<file path="src/rtl/complex_arithmetic_unit_assert.svh">
// Assertion macros for the complex arithmetic unit.
`ifndef COMPLEX_ARITHMETIC_UNIT_ASSERT_SVH
`define COMPLEX_ARITHMETIC_UNIT_ASSERT_SVH
`ifndef ASSERT_OFF
`define CAU_ASSERT(lbl, prop, msg) \
	lbl: assert property (@(posedge clk) disable iff (!arst_n) prop) else $error(msg);
`define CAU_ASSERT_ALWAYS(lbl, prop, msg) \
	lbl: assert property (@(posedge clk) prop) else $error(msg);
`else
`define CAU_ASSERT(lbl, prop, msg)
`define CAU_ASSERT_ALWAYS(lbl, prop, msg)
`endif
`endif

</file>
<file path="src/rtl/cau_pkg.sv">
// Shared types, codes and helper functions of the complex arithmetic unit.
`default_nettype none
package cau_pkg;
	localparam int FRAC_BITS_DEF = 16;
	localparam int Q_BITS = 32;

	localparam logic [2:0] OP_ADD  = 3'd0;
	localparam logic [2:0] OP_SUB  = 3'd1;
	localparam logic [2:0] OP_MUL  = 3'd2;
	localparam logic [2:0] OP_DIV  = 3'd3;
	localparam logic [2:0] OP_CONJ = 3'd4;

	localparam logic [1:0] ST_OK  = 2'd0;
	localparam logic [1:0] ST_DZ  = 2'd1;
	localparam logic [1:0] ST_SAT = 2'd2;

	typedef struct packed {
		logic [31:0] re;
		logic [31:0] im;
		logic [1:0]  st;
		logic        is_div;
	} side_t;

	typedef struct packed {
		logic [63:0] m_re;
		logic [63:0] m_im;
		logic        neg_re;
		logic        neg_im;
		logic [63:0] d;
	} div_in_t;

	typedef struct packed {
		logic [31:0] q;
		logic        ovf;
		logic        neg;
	} quo_t;

	function automatic logic [32:0] sat32(input logic signed [65:0] v);
		logic [32:0] r;
		if (v > 66'sd2147483647) begin
			r = {1'b1, 32'h7fff_ffff};
		end else if (v < -66'sd2147483648) begin
			r = {1'b1, 32'h8000_0000};
		end else begin
			r = {1'b0, v[31:0]};
		end
		return r;
	endfunction

	function automatic logic [32:0] fin_quo(input quo_t x);
		logic [32:0] mag;
		logic [32:0] neg_mag;
		logic [32:0] r;
		mag = x.ovf ? 33'h1_0000_0000 : {1'b0, x.q};
		neg_mag = -mag;
		if (x.neg) begin
			if (mag > 33'h0_8000_0000) begin
				r = {1'b1, 32'h8000_0000};
			end else begin
				r = {1'b0, neg_mag[31:0]};
			end
		end else begin
			if (mag > 33'h0_7fff_ffff) begin
				r = {1'b1, 32'h7fff_ffff};
			end else begin
				r = {1'b0, mag[31:0]};
			end
		end
		return r;
	endfunction
endpackage
`default_nettype wire

</file>
<file path="src/rtl/cau_back.sv">
// Output stage: quotient sign and saturation, result selection, output register.
`default_nettype none
module cau_back import cau_pkg::*; (
	input  wire logic   clk,
	input  wire logic   arst_n,
	input  wire logic   in_valid,
	output logic        in_ready,
	input  wire side_t  side,
	input  wire quo_t   quo_re,
	input  wire quo_t   quo_im,
	output logic        out_valid,
	input  wire logic   out_ready,
	output logic [31:0] res_re,
	output logic [31:0] res_im,
	output logic [1:0]  status
);
	logic v_s1, ld_s1;
	logic [32:0] fr, fi;
	logic [31:0] re_n, im_n, re_s1, im_s1;
	logic [1:0] st_n, st_s1;

	assign ld_s1 = ~v_s1 | out_ready;
	assign in_ready = ld_s1;
	assign fr = fin_quo(quo_re);
	assign fi = fin_quo(quo_im);

	always_comb begin
		if (side.is_div) begin
			re_n = fr[31:0];
			im_n = fi[31:0];
			st_n = (fr[32] | fi[32]) ? ST_SAT : ST_OK;
		end else begin
			re_n = side.re;
			im_n = side.im;
			st_n = side.st;
		end
	end

	always_ff @(posedge clk or negedge arst_n) begin
		if (!arst_n) begin
			v_s1 <= 1'b0;
		end else if (ld_s1) begin
			v_s1 <= in_valid;
		end
	end

	always_ff @(posedge clk) begin
		if (ld_s1 && in_valid) begin
			re_s1 <= re_n;
			im_s1 <= im_n;
			st_s1 <= st_n;
		end
	end

	assign out_valid = v_s1;
	assign res_re = re_s1;
	assign res_im = im_s1;
	assign status = st_s1;
endmodule
`default_nettype wire

</file>
<file path="config.mk">
export PLATFORM = sky130hd
export DESIGN_NAME = cau_back
export DESIGN_NICKNAME = d
export VERILOG_FILES = /design/src/rtl/complex_arithmetic_unit_assert.svh /design/src/rtl/cau_pkg.sv /design/src/rtl/cau_back.sv
export SDC_FILE = /design/constraint.sdc
export NUM_CORES = 1
export LEC_CHECK = 0
export ABC_AREA = 1
export BUFFER_PORTS_ARGS = -buffer_cell sky130_fd_sc_hd__buf_4
export CAP_MARGIN = 20
export CORE_ASPECT_RATIO = 0.5
export CORE_MARGIN = 2
export CORE_UTILIZATION = 55
export CTS_BUF_LIST = sky130_fd_sc_hd__clkbuf_8
export DETAILED_ROUTE_END_ITERATION = 7
export MAX_ROUTING_LAYER = met4
export PLACE_DENSITY = 0.89
export SYNTH_ARGS = -nofsm -noshare
export SYNTH_HDL_FRONTEND = slang
export SYNTH_SLANG_ARGS = --single-unit
</file>
<file path="constraint.sdc">
create_clock -name clk -period 10.6 [get_ports clk]
set_input_delay 2.12 -clock clk [delete_from_list [all_inputs] [get_ports clk]]
set_output_delay 2.12 -clock clk [all_outputs]
set_load 0.01 [all_outputs]
</file>
Yosys cells after proc, flatten, opt, wreduce, memory -nomap -nowiden

Cells that the tools add are included.

Latch bits: 0
Output and inout port bits: 68
Logic and storage cells: 26
Memories kept: 0
Memory bits (read-only): 0
Memory bits (writable): 0
Register bits: 67

Multiplexer cells: 12
Divide/modulo/power cells: 0
Order comparisons: 4
Multipliers: 0
Shift-type cells: 0
Equal/unequal tests: 0
$add $sub $neg: 2
Bitwise logic cells: 3
Reductions and logical operators: 1

Operators with widths:

| kind                                                            | number |
|---|---|
| two-way mux 33 bit                                              | 8 |
| greater-than comparator 33 x 31 -> 1 bit, second input constant | 2 |
| greater-than comparator 33 x 32 -> 1 bit, second input constant | 2 |
| two-way mux 32 bit                                              | 2 |
| negation 32 bit                                                 | 2 |
| two-way mux 2 bit                                               | 2 |
| OR 1 bit                                                        | 2 |
| logical AND 1 bit                                               | 1 |
| inverter 1 bit                                                  | 1 |

Longest topological paths before layout

Word-level depth: 7
Gate-level depth with buffers: 13
Gate-level depth less buffers: 12

Least setup slack after synthesis

OpenSTA, ideal clock, no wires.

Kind: input port to flip-flop
Start: in in_valid
End: reg im_s1[0] (netlist: res_im[0]) (enable)
Path buffers: 0
Arrival: 5.364 ns
Required time: 10.088 ns
Stages on the path: 2
Slack: 4.724 ns
Cells stage by stage: inv_1 -> a21oi_1

Longest elaborated chain between the ends: 1

RTL lines:

| item                   | RTL line       | source |
|---|---|---|
| start: declaration     | cau_back.sv:6  | `input wire logic in_valid,` |
| logical AND 1 bit      | cau_back.sv:48 | `if (ld_s1 && in_valid) begin` |
| end signal: assignment | cau_back.sv:50 | `im_s1 <= im_n;` |
| end: declaration       | cau_back.sv:19 | `logic [31:0] re_n, im_n, re_s1, im_s1;` |

No other way between the ends.
A chain may end at the register's enable or synchronous reset.

Final worst setup path

Start: in out_ready
End: out in_ready

Longest elaborated chain between the ends: 1

RTL lines:

| item               | RTL line       | source |
|---|---|---|
| start: declaration | cau_back.sv:12 | `input wire logic out_ready,` |
| OR 1 bit           | cau_back.sv:22 | `assign ld_s1 = ~v_s1 \| out_ready;` |
| end: declaration   | cau_back.sv:7  | `output logic in_ready,` |

No other way between the ends.

==> metrics list <==
- Wires add up to 18800 um.
- In the routed layout, each cell is associated on average with a via count of 5.53.
- Die Area: 11400 um^2
- Warnings from Yosys: 0
* Crit path from: out_ready
- After clock tree synthesis, the clock-pin slew on the worst setup and hold paths is 0.07 ns.
* Proportion of layout cells with a drive suffix above 1: around a quarter
* Peak VDD IR: 57.0 uV
- Data required time of the worst path: 8.48 ns
- The clock passes through at most 2 buffers.
* Max Transition Viols Final: 0
- Number of diodes added for antenna fixing: 0
* DP Wirelength: 13800 um
* Final cell count without fillers: 1243
- Reg2Reg Capture Point: res_im[24]$_DFFE_PP_
* Maximum Capacitance Violations: 0
- Critical path launch point type: input pin
- The floorplan has 26 rows.
- For this block, the initial DRC count from the detailed router was 635.
- The number of clock buffers added by TritonCTS is 9.
- Hold-fix buffers, CTS: 0
- At the later pin of the worst-skew pair, clock insertion delay measures 0.37 ns.
- CTS tree: yes
- In this run the worst hold path is classified as flip-flop to flip-flop.
- GR Overflow Total: 0
- Flops & latches, synth: 67
- During I/O placement, the number of pins put on the boundary was 207.
- Chip Height: 76.5 um
- On the final layout, the worst clock skew is 0.0162 ns.
* Average routed wire per standard cell: 15.1 um
- After detailed routing, the number of remaining DRC violations is 0.
- Clk sink count: between 60 and 70
* Post-synthesis to final-layout area growth: 30.0%
- Vias in the first global route: 6181
- Clock Tree Root: clkbuf_8
- Setup violations remaining at the end of the flow were counted as 0.
* Initial Utilization: between 50% and 60%
- The worst path in the final design needs a cycle of 4.66 ns, including I/O delays and setup.
- Dividing total power by cell area gives a power density of 104 nW/um^2.
- Postcts setup bufs: 0
- CTS-repair resized insts: 0
- Number of nets still failing antenna checks after routing: 0
- Final hold analysis gives a worst-case slack of 0.588 ns.
- Run status: complete, no violations
* Initial antenna violation count: 0
- GPL Wtd Cong: between 0.9 and 1
* # H-tree levels: 3
* Mean cell area of the mapped netlist: 6.31 um^2
- Synthesized area: 5780 um^2
- Global-route wire length before repair: 29800 um
- Summed over all failing endpoints, the final setup total negative slack is 0 ns.
* Post-placement setup slack: just under 6 ns
- The worst setup path is captured at a primary output.
- Area of the core: between 10000 and 15000 um^2
* Cell count after placement: 1227
* Total via count in the routed design: 6879
- The final-report hold violation count is 0.
* Gate count after technology mapping: 916
- In this run the worst setup path terminates at in_ready.
* Buffers added on ports: 206
- Number of fillers in the final layout: 892
* Cell accounting for the most synthesized area: edfxtp_1
* Worst setup slack for register-to-register paths: 8.93 ns
- In the final design database the tool counted 1237 nets.
- Across every metal layer, demand over resource in global routing totals 33.8%.
- Once layout is complete, the utilization of the core stands at 73.6%.
- Setup repair after global routing left no endpoint under its margin.
- Across all setup checks in the final design, the least slack found is 5.94 ns.
* R2r startpoint: out_valid$_DFFE_PN0N_
- For the worst flop-to-flop path, the logic depth is 2.
- Post-synth top area share: 34.3%
- Yosys mapped the design onto 28 distinct sky130hd cell types.
* Post-route fraction of the period consumed by the critical path: 44.0%
* Crit-path max FO: 2
- When the netlist entered floorplanning its net count stood at 1055.
- Entering global routing, the biggest net connects 69 pins.
- The worst pin sits at a relative slew slack of between 30% and 40%.
- The first TritonRoute pass finished after 6 iterations.
* Sequential element share of the synthesized area: a little over a third
* Worst setup path class: input pin to primary output
* Crit path DAT: 2.54 ns
* Fmax: 0.214 GHz
* Main area contributors after synthesis: edfxtp_1, nand2_1, nor2_1, a21oi_1, inv_1
- Leak pwr: 3.70 nW
- Worst-margin pin slew: 0.914 ns
- The floorplan step set the die width to 149 um.
==> where the power goes <==
part	switching [mW]	internal, mW	total, mW	leakage [nW]
Clock	0.107	0.119	0.226	0.113
Sequential	0.00500	0.315	0.320	0.632
Combinational	0.138	0.0946	0.233	2.96
==> layout by cell type (no fill, tap or decap), drive strengths merged <==
master	count
o21ai	66
nand2	284
nand4	24
clkbuf	11
nor2	196
edfxtp	66
a21oi	99
nand3b	1
nand3	46
dfrtp	1
inv	82
buf	207
clkinv	5
bufinv	1
nor3	1
a31oi	12
o21bai	1
==> flip-flops by register name, indices dropped and copies added, names as in the netlist <==
name / flops
res_re: 32
status: 2
out_valid: 1
res_im: 32
==> logic make-up after synthesis <==
| family | after synthesis | share of synthesized area (%) |
|---|---|---|
| buf+inv | 119 | 8.94 |
| flops | 67 | 34.7 |
| compound gates | 178 | 16.8 |
| simple gates | 552 | 39.5 |
==> cell usage after synthesis <==
master,n
nand2_2,22
edfxtp_1,66
clkinv_1,4
buf_2,2
nand3_1,46
nor2_2,6
nor2_1,188
buf_4,2
a31oi_1,12
a21oi_2,9
inv_1,72
nand4_1,24
nor2_4,2
a21oi_1,88
a21oi_4,2
o21bai_1,1
nand2_1,261
clkbuf_1,23
o21ai_2,2
buf_6,8
o21ai_1,10
nand3b_1,1
nand2_4,1
dfrtp_1,1
nor3_1,1
buf_1,1
inv_2,7
o21ai_0,54
==> area by class of cell <==
cell class                 instances  area (um^2)  share of cell area [%]
sequential                        67         2010                    26.7
clock inverter                     5         46.3                   0.616
clock buffer                      11          151                    2.01
tap                              140          175                    2.33
timing repair buffer             207         1550                    20.7
inverter                          83          312                    4.15
multi-input combinational        730         3270                    43.5
==> per-stage QoR <==
step	power, mW	instance area, um^2
floorplan	0.458	5780
global placement	0.550	7320
detailed placement	0.555	7320
CTS	0.778	7520
global route	0.817	7520
finish	0.779	7520
==> worst min-delay path by stage <==
stage	start	end	slack, ns	cells past startpoint
floorplan	out_valid$_DFFE_PN0N_	out_valid$_DFFE_PN0N_	0.61	2
global placement	out_valid$_DFFE_PN0N_	out_valid$_DFFE_PN0N_	0.57	2
detailed placement	out_valid$_DFFE_PN0N_	out_valid$_DFFE_PN0N_	0.58	2
CTS	out_valid$_DFFE_PN0N_	out_valid$_DFFE_PN0N_	0.59	2
global route	out_valid$_DFFE_PN0N_	out_valid$_DFFE_PN0N_	0.64	2
finish	out_valid$_DFFE_PN0N_	out_valid$_DFFE_PN0N_	0.59	2
==> metal layers <==
layer	wire length, um	track usage, %
met2	9070	55.0
met1	7890	43.0
met4	423	11.3
met5	0	-
met3	1400	5.75
==> critical path: stages <==
cell     delay (ns)
buf_4          0.11
inv_1          0.09
nand2_1        0.08
buf_4          0.15
No activity file was read; power rests on OpenSTA's default activity.
